--- src/sv/utf8_utf16_length_line_counter_defines.svh ---
// Assertion macros for the UTF-8 length and line counter.
`ifndef UTF8_UTF16_LENGTH_LINE_COUNTER_DEFINES_SVH
`define UTF8_UTF16_LENGTH_LINE_COUNTER_DEFINES_SVH

// Same-cycle implication, sampled on i_clk, off while reset is low.
`define U8LC_ASSERT_NOW(label, ante, cons) \
    label: assert property (@(posedge i_clk) disable iff (!i_rst_n) (ante) |-> (cons)) \
        else $error("u8lc: same-cycle check failed");

// Next-cycle implication, sampled on i_clk, off while reset is low.
`define U8LC_ASSERT_NEXT(label, ante, cons) \
    label: assert property (@(posedge i_clk) disable iff (!i_rst_n) (ante) |=> (cons)) \
        else $error("u8lc: next-cycle check failed");

`endif

--- src/sv/u8lc_pkg.sv ---
// Constants for the UTF-8 length and line counter.
package u8lc_pkg;

    // operation codes
    localparam logic [1:0] OP_BYTE   = 2'd0;
    localparam logic [1:0] OP_FINISH = 2'd1;
    localparam logic [1:0] OP_CLEAR  = 2'd2;

    // configuration register indexes
    localparam logic REG_MAX_CHARS = 1'b0;
    localparam logic REG_MAX_LINES = 1'b1;

    localparam logic [31:0] MAX_CHARS_RST = 32'd1048576;
    localparam logic [31:0] MAX_LINES_RST = 32'd65536;

    localparam logic [7:0] CH_CR = 8'h0d;
    localparam logic [7:0] CH_LF = 8'h0a;

    localparam logic [7:0] ASCII_MAX   = 8'h7f;
    localparam logic [7:0] LEAD2_MIN   = 8'hc2;
    localparam logic [7:0] LEAD2_MAX   = 8'hdf;
    localparam logic [7:0] LEAD3_MIN   = 8'he0;
    localparam logic [7:0] LEAD3_MAX   = 8'hef;
    localparam logic [7:0] LEAD4_MIN   = 8'hf0;
    localparam logic [7:0] LEAD4_MAX   = 8'hf4;
    localparam logic [1:0] CONT_TAG    = 2'b10;

    localparam logic [20:0] CP_MIN3    = 21'h000800;
    localparam logic [20:0] CP_MIN4    = 21'h010000;
    localparam logic [20:0] CP_BMP_MAX = 21'h00ffff;
    localparam logic [20:0] CP_SUR_LO  = 21'h00d800;
    localparam logic [20:0] CP_SUR_HI  = 21'h00dfff;
    localparam logic [20:0] CP_MAX     = 21'h10ffff;

endpackage

--- src/sv/utf8_utf16_length_line_counter.sv ---
// UTF-8 to UTF-16 length counter with line counting and limits.
//
//   channel | valid       | ready       | payload
//   --------+-------------+-------------+--------------------------------------
//   in      | i_in_valid  | o_in_ready  | i_operation, i_data_byte
//   out     | o_out_valid | i_out_ready | o_stopped, o_too_large,
//           |             |             | o_char_count, o_line_count
//   cfg     | i_cfg_we    | (none)      | i_cfg_idx, i_cfg_data
//
// One item per clock while the output is not stalled; an accepted item enters the input register.
// The per-item decode and count update runs combinationally from the input register
// into the state registers, which also serve as the result register.
// Synchronous active-low reset clears all counters and loads default limits.
// A stalled output holds the state; the input register still takes one item if it is empty.
module utf8_utf16_length_line_counter (
    input  logic        i_clk,
    input  logic        i_rst_n,
    input  logic        i_in_valid,
    output logic        o_in_ready,
    input  logic [1:0]  i_operation,
    input  logic [7:0]  i_data_byte,
    output logic        o_out_valid,
    input  logic        i_out_ready,
    output logic        o_stopped,
    output logic        o_too_large,
    output logic [31:0] o_char_count,
    output logic [31:0] o_line_count,
    input  logic        i_cfg_we,
    input  logic        i_cfg_idx,
    input  logic [31:0] i_cfg_data
);
    import u8lc_pkg::*;

    `include "utf8_utf16_length_line_counter_defines.svh"

    logic [31:0] r_max_chars, r_max_lines;

    logic        r_in_valid;
    logic [1:0]  r_op;
    logic [7:0]  r_byte;
    logic        r_out_valid;

    logic [7:0]  r_held [0:2];
    logic [2:0]  r_held_cnt, r_exp_len;
    logic        r_last_cr, r_halted, r_ovf;
    logic [31:0] r_lines, r_units;

    logic [7:0]  n_held [0:2];
    logic [2:0]  n_held_cnt, n_exp_len;
    logic        n_last_cr, n_halted, n_ovf;
    logic [31:0] n_lines, n_units;

    logic        w_move, w_step;
    logic        w_is_sep, w_is_cont;
    logic [2:0]  w_lead_len;
    logic [20:0] w_cp;
    logic        w_cp_ok;
    logic [2:0]  w_seq_units;
    logic [31:0] w_lines_inc;
    logic        add_first;
    logic [2:0]  add_n, w_total;
    logic [32:0] w_sum_a, w_sum_b;
    logic        w_ok_a, w_ok_b, line_hit;

    assign w_move      = !r_out_valid || i_out_ready;
    assign w_step      = r_in_valid && w_move;
    assign o_in_ready  = !r_in_valid || w_move;
    assign o_out_valid = r_out_valid;
    assign o_stopped    = r_halted;
    assign o_too_large  = r_ovf;
    assign o_char_count = r_units;
    assign o_line_count = r_lines;

    // byte classification
    always_comb begin
        w_is_sep  = (r_byte == CH_CR) || (r_byte == CH_LF);
        w_is_cont = (r_byte[7:6] == CONT_TAG);
        if (r_byte >= LEAD2_MIN && r_byte <= LEAD2_MAX) begin
            w_lead_len = 3'd2;
        end else if (r_byte >= LEAD3_MIN && r_byte <= LEAD3_MAX) begin
            w_lead_len = 3'd3;
        end else if (r_byte >= LEAD4_MIN && r_byte <= LEAD4_MAX) begin
            w_lead_len = 3'd4;
        end else begin
            w_lead_len = 3'd0;  // ASCII (<= ASCII_MAX) or bad lead: one unit
        end
    end

    // code point of a sequence completed by r_byte
    always_comb begin
        case (r_exp_len)
            3'd2: begin
                w_cp = {10'd0, r_held[0][4:0], r_byte[5:0]};
            end
            3'd3: begin
                w_cp = {5'd0, r_held[0][3:0], r_held[1][5:0], r_byte[5:0]};
            end
            default: begin
                w_cp = {r_held[0][2:0], r_held[1][5:0], r_held[2][5:0], r_byte[5:0]};
            end
        endcase
        w_cp_ok = !((r_exp_len == 3'd3 && w_cp < CP_MIN3) ||
                    (r_exp_len == 3'd4 && w_cp < CP_MIN4) ||
                    (w_cp >= CP_SUR_LO && w_cp <= CP_SUR_HI) ||
                    (w_cp > CP_MAX));
        if (!w_cp_ok) begin
            w_seq_units = r_exp_len;
        end else if (w_cp > CP_BMP_MAX) begin
            w_seq_units = 3'd2;
        end else begin
            w_seq_units = 3'd1;
        end
    end

    assign w_lines_inc = (r_lines == '1) ? r_lines : r_lines + 32'd1;

    // next state
    always_comb begin
        n_held     = r_held;
        n_held_cnt = r_held_cnt;
        n_exp_len  = r_exp_len;
        n_last_cr  = r_last_cr;
        n_lines    = r_lines;
        n_units    = r_units;
        n_halted   = r_halted;
        n_ovf      = r_ovf;
        add_first  = 1'b0;   // flush of an open sequence
        add_n      = 3'd0;   // units from the byte itself
        line_hit   = 1'b0;

        case (r_op)
            OP_BYTE: begin
                if (!r_halted) begin
                    if (w_is_sep) begin
                        if (r_held_cnt != 3'd0) begin
                            add_first  = 1'b1;
                            n_held_cnt = 3'd0;
                        end
                        if (r_byte == CH_LF && r_last_cr) begin
                            n_last_cr = 1'b0;
                        end else begin
                            n_last_cr = (r_byte == CH_CR);
                            n_lines   = w_lines_inc;
                            line_hit  = (w_lines_inc >= r_max_lines);
                        end
                    end else begin
                        n_last_cr = 1'b0;
                        if (r_held_cnt == 3'd0 || !w_is_cont) begin
                            add_first  = (r_held_cnt != 3'd0);
                            n_held_cnt = 3'd0;
                            if (w_lead_len == 3'd0) begin
                                add_n = 3'd1;
                            end else begin
                                n_held[0]  = r_byte;
                                n_held_cnt = 3'd1;
                                n_exp_len  = w_lead_len;
                            end
                        end else if (r_held_cnt + 3'd1 < r_exp_len) begin
                            n_held[r_held_cnt[1:0]] = r_byte;
                            n_held_cnt = r_held_cnt + 3'd1;
                        end else begin
                            n_held_cnt = 3'd0;
                            add_n      = w_seq_units;
                        end
                    end
                end
            end
            OP_FINISH: begin
                if (r_held_cnt != 3'd0) begin
                    add_first  = 1'b1;
                    n_held_cnt = 3'd0;
                end
            end
            OP_CLEAR: begin
                n_held[0]  = '0;
                n_held[1]  = '0;
                n_held[2]  = '0;
                n_held_cnt = '0;
                n_exp_len  = '0;
                n_last_cr  = 1'b0;
                n_lines    = '0;
                n_units    = '0;
                n_halted   = 1'b0;
                n_ovf      = 1'b0;
            end
            default: begin
            end
        endcase

        // a flush unit is followed by at most one more unit, so both sums come
        // straight from the current count
        w_total = {2'd0, add_first} + add_n;
        w_sum_a = {1'b0, r_units} + 33'd1;
        w_sum_b = {1'b0, r_units} + {30'd0, w_total};
        w_ok_a  = (w_sum_a <= {1'b0, r_max_chars});
        w_ok_b  = (w_sum_b <= {1'b0, r_max_chars});

        if (add_first && !w_ok_a) begin
            n_halted = 1'b1;
            n_ovf    = 1'b1;
        end else if (add_n != 3'd0 && !w_ok_b) begin
            n_halted = 1'b1;
            n_ovf    = 1'b1;
            if (add_first) begin
                n_units = w_sum_a[31:0];
            end
        end else if (add_first || add_n != 3'd0) begin
            n_units = w_sum_b[31:0];
        end

        if (line_hit) begin
            n_halted = 1'b1;
        end
    end

    always_ff @(posedge i_clk) begin
        if (!i_rst_n) begin
            r_max_chars <= MAX_CHARS_RST;
            r_max_lines <= MAX_LINES_RST;
        end else if (i_cfg_we) begin
            case (i_cfg_idx)
                REG_MAX_CHARS: r_max_chars <= i_cfg_data;
                REG_MAX_LINES: r_max_lines <= i_cfg_data;
                default: begin
                end
            endcase
        end
    end

    // input register
    always_ff @(posedge i_clk) begin
        if (!i_rst_n) begin
            r_in_valid <= 1'b0;
        end else if (o_in_ready) begin
            r_in_valid <= i_in_valid;
        end
        if (i_in_valid && o_in_ready) begin
            r_op   <= i_operation;
            r_byte <= i_data_byte;
        end
    end

    // counting state, doubles as the result register
    always_ff @(posedge i_clk) begin
        if (!i_rst_n) begin
            r_out_valid <= 1'b0;
            r_held[0]   <= '0;
            r_held[1]   <= '0;
            r_held[2]   <= '0;
            r_held_cnt  <= '0;
            r_exp_len   <= '0;
            r_last_cr   <= 1'b0;
            r_lines     <= '0;
            r_units     <= '0;
            r_halted    <= 1'b0;
            r_ovf       <= 1'b0;
        end else begin
            if (w_move) begin
                r_out_valid <= r_in_valid;
            end
            if (w_step) begin
                r_held     <= n_held;
                r_held_cnt <= n_held_cnt;
                r_exp_len  <= n_exp_len;
                r_last_cr  <= n_last_cr;
                r_lines    <= n_lines;
                r_units    <= n_units;
                r_halted   <= n_halted;
                r_ovf      <= n_ovf;
            end
        end
    end

    `U8LC_ASSERT_NOW(a_ovf_halts, r_ovf, r_halted)
    `U8LC_ASSERT_NOW(a_open_seq_short, r_held_cnt != 3'd0, r_held_cnt < r_exp_len)
    `U8LC_ASSERT_NEXT(a_count_holds_on_stall, !w_step, $stable(r_units) && $stable(r_lines))
    `U8LC_ASSERT_NEXT(a_halted_ignores_byte, w_step && r_op == OP_BYTE && r_halted,
                      $stable(r_units) && $stable(r_lines))

endmodule
--- config.mk ---
export PLATFORM = sky130hd
export DESIGN_NAME = utf8_utf16_length_line_counter
export DESIGN_NICKNAME = d
export VERILOG_FILES = /design/src/sv/u8lc_pkg.sv /design/src/sv/utf8_utf16_length_line_counter.sv
export VERILOG_INCLUDE_DIRS = /design/src /design/src/sv
export SDC_FILE = /design/constraint.sdc
export NUM_CORES = 1
export LEC_CHECK = 0
export BUFFER_PORTS_ARGS = -buffer_cell sky130_fd_sc_hd__buf_2
export CORE_MARGIN = 5
export CORE_UTILIZATION = 45
export CTS_CLUSTER_DIAMETER = 100
export DETAILED_ROUTE_END_ITERATION = 8
export SLEW_MARGIN = 20
export SYNTH_ARGS = -nofsm -noshare
export SYNTH_HDL_FRONTEND = slang
export SYNTH_SLANG_ARGS = --single-unit
--- constraint.sdc ---
create_clock -name i_clk -period 7.5 [get_ports i_clk]
set_clock_uncertainty 0.1 [all_clocks]
set_input_delay 1.875 -clock i_clk [delete_from_list [all_inputs] [get_ports i_clk]]
set_output_delay 1.875 -clock i_clk [all_outputs]
set_load 0.01 [all_outputs]
### Yosys cells after proc, flatten, opt, wreduce, memory -nomap -nowiden

Index checks and enable logic that the tools add are counted.

* output and inout bits: 68
* input port bits: 48
* flip-flop bits (word level): 173
* logic and storage cells: 165

* magnitude comparators: 18
* multiplexer cells: 61
* bitwise operators: 2
* reductions and logical operators: 44
* eq/ne operators: 19
* $add $sub $neg: 5

Operator list (number)
* two-way mux 32 bit: 9
* two-way mux 24 bit: 3
* <= comparator 33 x 32 -> 1 bit: 2
* one-hot mux 32 bit (2 select lines): 1
* two-way mux 3 bit: 18
* one-hot mux 24 bit (2 select lines): 1
* one-hot mux 21 bit (2 select lines): 1
* adder 32 x 1 -> 33 bit (second input constant): 1
* adder 32 x 3 -> 33 bit: 1
* adder 32 x 1 -> 32 bit (second input constant): 1
* == test 32 bit (second input constant): 1
* >= comparator 32 bit: 1
* bitwise mux 24 bit: 1
* >= comparator 8 bit (second input constant): 3
* <= comparator 8 bit (second input constant): 3
* two-way mux 8 bit: 3
* >= comparator 21 x 16 -> 1 bit (second input constant): 1
* > comparator 21 x 16 -> 1 bit (second input constant): 1
* > comparator 21 bit (second input constant): 1
* <= comparator 21 x 16 -> 1 bit (second input constant): 1
* less-than comparator 21 x 12 -> 1 bit (second input constant): 1
* less-than comparator 21 x 17 -> 1 bit (second input constant): 1
* AND reduction 6 bit: 3
* two-way mux 1 bit: 17
* 31 further kinds: 73

### Longest topological paths before layout

* depth after elaboration: 21
* mapped depth: 29
* depth with buffers taken out: 27

### Least setup slack after synthesis

OpenSTA, ideal clock, no wires.

* kind: register -> register
* start: register r_op[0]
* end: register r_units[24], in the netlist o_char_count[24]
* buffers on the path: 3
* data arrival time: 6.409 ns
* setup slack: 0.874 ns
* setup time: 0.117 ns
* cell stages (with the launch flop): 28
* cell sequence: edfxtp_1 > inv_1 > ha_1 > nor2b_1 > a21oi_1 > or2_2 > inv_1 > clkbuf_1 > clkbuf_1 > ha_1 > ha_1 > inv_1 > fa_1 > nand2b_1 > a2111oi_2 > and2_1 > nand3_1 > xnor2_1 > ha_1 > a21oi_1 > o21ai_0 > or4_1 > a21oi_1 > a21o_1 > clkbuf_1 > a21oi_4 > o32a_1 > a32o_1

* cells in the longest elaborated chain, start to end: 9
* elaborated cells between the ends (all ways): 18
* classes of those cells: 2 x add/sub; 1 x order compare; 2 x eq/ne; 7 x mux; 6 x reduce/logical

RTL lines
* from (decl): RTL line utf8_utf16_length_line_counter.sv:39 `logic [1:0] r_op;`
* from (signal assigned): RTL line utf8_utf16_length_line_counter.sv:238 `r_op <= i_operation;`
* == test 2 x 1 -> 1 bit / zero test 2 bit (equally long branches): RTL line utf8_utf16_length_line_counter.sv:131 `case (r_op)`
* one-hot mux 1 bit (2 select lines) / two-way mux 3 bit (equally long branches): RTL line utf8_utf16_length_line_counter.sv:131
* adder 1 x 3 -> 3 bit: RTL line utf8_utf16_length_line_counter.sv:192 `w_total = {2'd0, add_first} + add_n;`
* adder 32 x 3 -> 33 bit: RTL line utf8_utf16_length_line_counter.sv:194 `w_sum_b = {1'b0, r_units} + {30'd0, w_total};`
* <= comparator 33 x 32 -> 1 bit: RTL line utf8_utf16_length_line_counter.sv:196 `w_ok_b = (w_sum_b <= {1'b0, r_max_chars});`
* zero test 1 bit: RTL line utf8_utf16_length_line_counter.sv:201 `end else if (add_n != 3'd0 && !w_ok_b) begin`
* logical AND 1 bit: RTL line utf8_utf16_length_line_counter.sv:201
* two-way mux 32 bit: RTL line utf8_utf16_length_line_counter.sv:201
* two-way mux 32 bit (*): RTL line utf8_utf16_length_line_counter.sv:198 `if (add_first && !w_ok_a) begin`
* to (signal assigned): RTL line utf8_utf16_length_line_counter.sv:267 `r_units <= n_units;`
* to (decl): RTL line utf8_utf16_length_line_counter.sv:46 `logic [31:0] r_lines, r_units;`

Mark *: on every way between the ends. The rest lies on a longest branch, timed or not.
A chain may end at the register's enable or synchronous reset.

### Worst setup path after layout

* start: register r_held_cnt[0]
* end: register r_units[24], in the netlist o_char_count[24]

* cells in the longest elaborated chain, start to end: 14
* elaborated cells between the ends (all ways): 27
* classes of those cells: 3 x add/sub; 2 x order compare; 14 x mux; 8 x reduce/logical

RTL lines
* from (decl): RTL line utf8_utf16_length_line_counter.sv:44 `logic [2:0] r_held_cnt, r_exp_len;`
* from (signal assigned): RTL line utf8_utf16_length_line_counter.sv:263 `r_held_cnt <= n_held_cnt;`
* adder 3 x 1 -> 3 bit: RTL line utf8_utf16_length_line_counter.sv:158 `end else if (r_held_cnt + 3'd1 < r_exp_len) begin`
* less-than comparator 3 bit: RTL line utf8_utf16_length_line_counter.sv:158
* two-way mux 3 bit: RTL line utf8_utf16_length_line_counter.sv:158
* two-way mux 3 bit: RTL line utf8_utf16_length_line_counter.sv:148 `if (r_held_cnt == 3'd0 || !w_is_cont) begin`
* two-way mux 3 bit: RTL line utf8_utf16_length_line_counter.sv:134 `if (w_is_sep) begin`
* two-way mux 3 bit: RTL line utf8_utf16_length_line_counter.sv:133 `if (!r_halted) begin`
* two-way mux 3 bit: RTL line utf8_utf16_length_line_counter.sv:131
* adder 1 x 3 -> 3 bit: RTL line utf8_utf16_length_line_counter.sv:192
* adder 32 x 3 -> 33 bit: RTL line utf8_utf16_length_line_counter.sv:194
* <= comparator 33 x 32 -> 1 bit: RTL line utf8_utf16_length_line_counter.sv:196
* zero test 1 bit: RTL line utf8_utf16_length_line_counter.sv:201
* logical AND 1 bit: RTL line utf8_utf16_length_line_counter.sv:201
* two-way mux 32 bit: RTL line utf8_utf16_length_line_counter.sv:201
* two-way mux 32 bit (*): RTL line utf8_utf16_length_line_counter.sv:198

Marked as above.

==> out/results.ini <==
[run_status]
status=finished, final reports clean

[timing]
max_freq_ghz=0.142
slew_headroom_pct=35.1
slew_viol_final=0
tns_ns=0
min_period_over_period_pct=94.1
finalHoldViolations=0
worst_pin_slew_ns=0.964
finalSetupViolCount=0
finalCriticalPeriod_ns=7.06

[power_and_ir_drop]
swShare_pct=31.4
power_w=0.00208
p_sw_w=0.000654
p_int_w=0.00143
power.share.clock_pct=42.4
powerDensity_nw_per_um2=156
comb_power_share_pct=14.1
ir_worst_vdd_mv=0.140
leakagePower_nw=5.45
p_seq_share_pct=43.6

[die]
io_pins=116
core-area_sq_um=26100
die_h_um=173
rows=59
die-width_um=173
die_area_sq_um=29900
start_util_pct=45.7

[drt]
avgRoutedWirePerCell_um=20.1
drt_iter0_drc=1269
post-route-drc-count=0
via_count=11970
viasPerCell=6.02
ant_nets=0
drtPass1Iterations=5
drt_wl_total_um=39900

[synthesis]
ys_ff_latch=160
syn_area_per_cell_sq_um=7.57
yosysSeqAreaShare_pct=27.6
synth_cells=1580
synth.cell_area_sq_um=12000
syn_nets=1742
synth_cell_types=78
synthFlopType=dfxtp_1
async_flop_share_pct=0
synth-edff-count=10
yosysWarnings=0

[worst_hold_path]
min_to=r_max_chars[19]
hold_class=register to register
worstHoldPathCells=2
min-delay-start=r_max_chars[19]

[critical_path]
slowest_delay_ns=0.54
crit_family=compound AO/OA/AOI/OAI gates
slowest_stage=or4_1
crit_fanout=11
critPathBufInv=4
cp.required_ns=7.72
worstSetupStartpointType=register
reg2reg_to=o_char_count[24]
crit_type=register to register
endpoint_kind=register
cp_common_cell=ha_1
cp_data_arrival_time_ns=7.28
reg2reg_depth=28
r2r_start=r_held_cnt[0]
r2r_slack_ns=0.44

[place]
place.gp.congestion=0.982
dp.final_hpwl_um=29800
port_buffers=115

[final_layout]
final_nets=1803
area.growth.synth_to_final_pct=11.7
layout_common_cells=nand2_1 (244), dfxtp_1 (150), a21oi_1 (148)
final_layout_size_suffix_gt1_share_pct=12.2
final_common_cell=nand2_1
antenna_cells=0

[grt]
grt_start_max_net_pins=63
grt.overflow.total=0
antenna_found_initial=0
grt_pass1_wl_um=62500
grt_pass1_vias=11102
grt_usage_pct=25.7

[clocking]
cts-root-buf=clkbuf_16
cts_buffers=17
h-tree-depth=4
clk_pin_slew_worst_paths_ns=0.08
tritoncts=done
clk_latency_ns=0.43
hold_buffers=0
max-clock-path-buffers=2
clock-sinks=160

[run]
drv_cap=0

[through the flow]
step | instances | hold slack, ns | instance area [sq um] | utilization (%) | setup WS [ns]
6_report | 1989 | 0.353 | 13400 | 51.1 | 0.439
5_1_grt | 1989 | 0.375 | 13400 | 51.1 | -0.00835
4_1_cts | 1983 | 0.356 | 13300 | 50.8 | 0.294
3_5_place_dp | 1951 | 0.346 | 12700 | 48.6 | 0.324
3_3_place_gp | 1951 | 0.342 | 12700 | 48.6 | 0.419
2_1_floorplan | 1580 | 0.336 | 12000 | - | 0.874
[what timing repair did]
item                                    CTS  global route
buffers inserted                          0             6
endpoints found under the setup margin    0            33
gates resized for setup                   0             3
[synth_stat cells, drive strengths merged (3+ instances only)]
cell type	instances	share of area, %
a2111oi	13	1.2
a211o	6	0.44
a211oi	33	2.1
a21o	24	1.5
a21oi	150	6.4
a221oi	4	0.29
a22o	7	0.51
a22oi	21	1.3
a311oi	3	0.22
a31oi	15	0.79
a32o	7	0.59
a32oi	3	0.22
and2	15	0.79
and3	22	1.2
and4	9	0.66
buf	22	0.98
clkbuf	74	2.3
dfxtp	150	25
edfxtp	10	2.5
ha	113	12
inv	95	3.0
mux2i	4	0.33
nand2	245	7.7
nand2b	15	0.79
nand3	54	2.3
nand3b	12	0.75
nand4	26	1.4
nor2	103	3.3
nor2b	12	0.63
nor3	23	1.0
nor3b	3	0.19
nor4	20	1.0
o211ai	14	0.88
o21a	5	0.31
o21ai	68	2.8
o21bai	3	0.19
o311ai	7	0.51
o31ai	10	0.63
o32a	3	0.25
o41ai	4	0.36
or2	6	0.31
or3	19	0.99
or4	11	0.72
xnor2	51	3.7
xor2	39	2.9
[cells by family (layout without fill, tap and decap cells)]
kind of cell             count (synthesis)  count (layout)  share of synthesized area [%]
flip-flops                             160             160                           27.6
multiplexers                             4               4                          0.335
buffers and inverters                  193             267                           6.36
XOR/XNOR                                90              90                           6.59
adder cells (fa/ha/maj)                114             114                           12.0
AND/OR/NAND/NOR                        602             602                           24.2
AO/OA/AOI/OAI                          417             417                           22.9
[area by class of cell]
type                       instances  area [sq um]
tap                              335           419
clock inverter                    15           161
inverter                          97           367
fill                            2649         12800
sequential                       160          3300
clock buffer                      17           425
multi-input combinational       1227          7920
timing repair buffer             138           761
[registers in the layout (all words and copies together) (netlist names), 2 cells and up]
| register | count |
|---|---|
| r_op | 2 |
| r_byte | 8 |
| r_exp_len | 3 |
| r_max_lines | 32 |
| r_held | 11 |
| o_char_count | 32 |
| r_held_cnt | 3 |
| o_line_count | 32 |
| r_max_chars | 32 |
[power by group through the flow]
stage / registers (W) / logic, W / clock network, W
detailed placement: 0.000928 / 0.000283 / 0
CTS: 0.000908 / 0.000284 / 0.000899
finish: 0.000908 / 0.000293 / 0.000883
global placement: 0.000927 / 0.000281 / 0
global route: 0.000912 / 0.000322 / 0.000934
floorplan: 0.000917 / 0.000193 / 0
[worst register-to-register path: cells and delay by family (launching register included)]
kind | cells | cell delay [ns]
AOI/OAI and AO/OA | 11 | 2.34
xor gates and xnor gates | 2 | 0.41
adders and majority gates | 6 | 1.72
buffers and inverters | 4 | 0.65
DFF | 1 | 0.42
and+or+nand+nor | 5 | 1.30
[worst max path at each step]
stage | startpoint | to | slack, ns | depth (start not counted)
after floorplan | r_op[0] | o_char_count[24] | 0.87 | 27
after global placement | r_held_cnt[0] | o_char_count[22] | 0.42 | 28
after detailed placement | r_held_cnt[0] | o_char_count[22] | 0.32 | 28
after CTS | r_held_cnt[0] | o_char_count[21] | 0.29 | 28
after global routing | r_held_cnt[0] | o_char_count[8] | -0.008 | 27
final | r_held_cnt[0] | o_char_count[24] | 0.44 | 28
[layer usage]
metal	track usage, %	wire [um]	part of all wire, %	vias to the layer above
li1	-	-	-	5780
met1	35.2	18100	45	5628
met4	9.34	1350	3.4	0
met3	3.69	2490	6.2	70
met2	41.2	18000	45	492
met5	0	0	0	-
No activity file was read; power rests on OpenSTA's default activity.
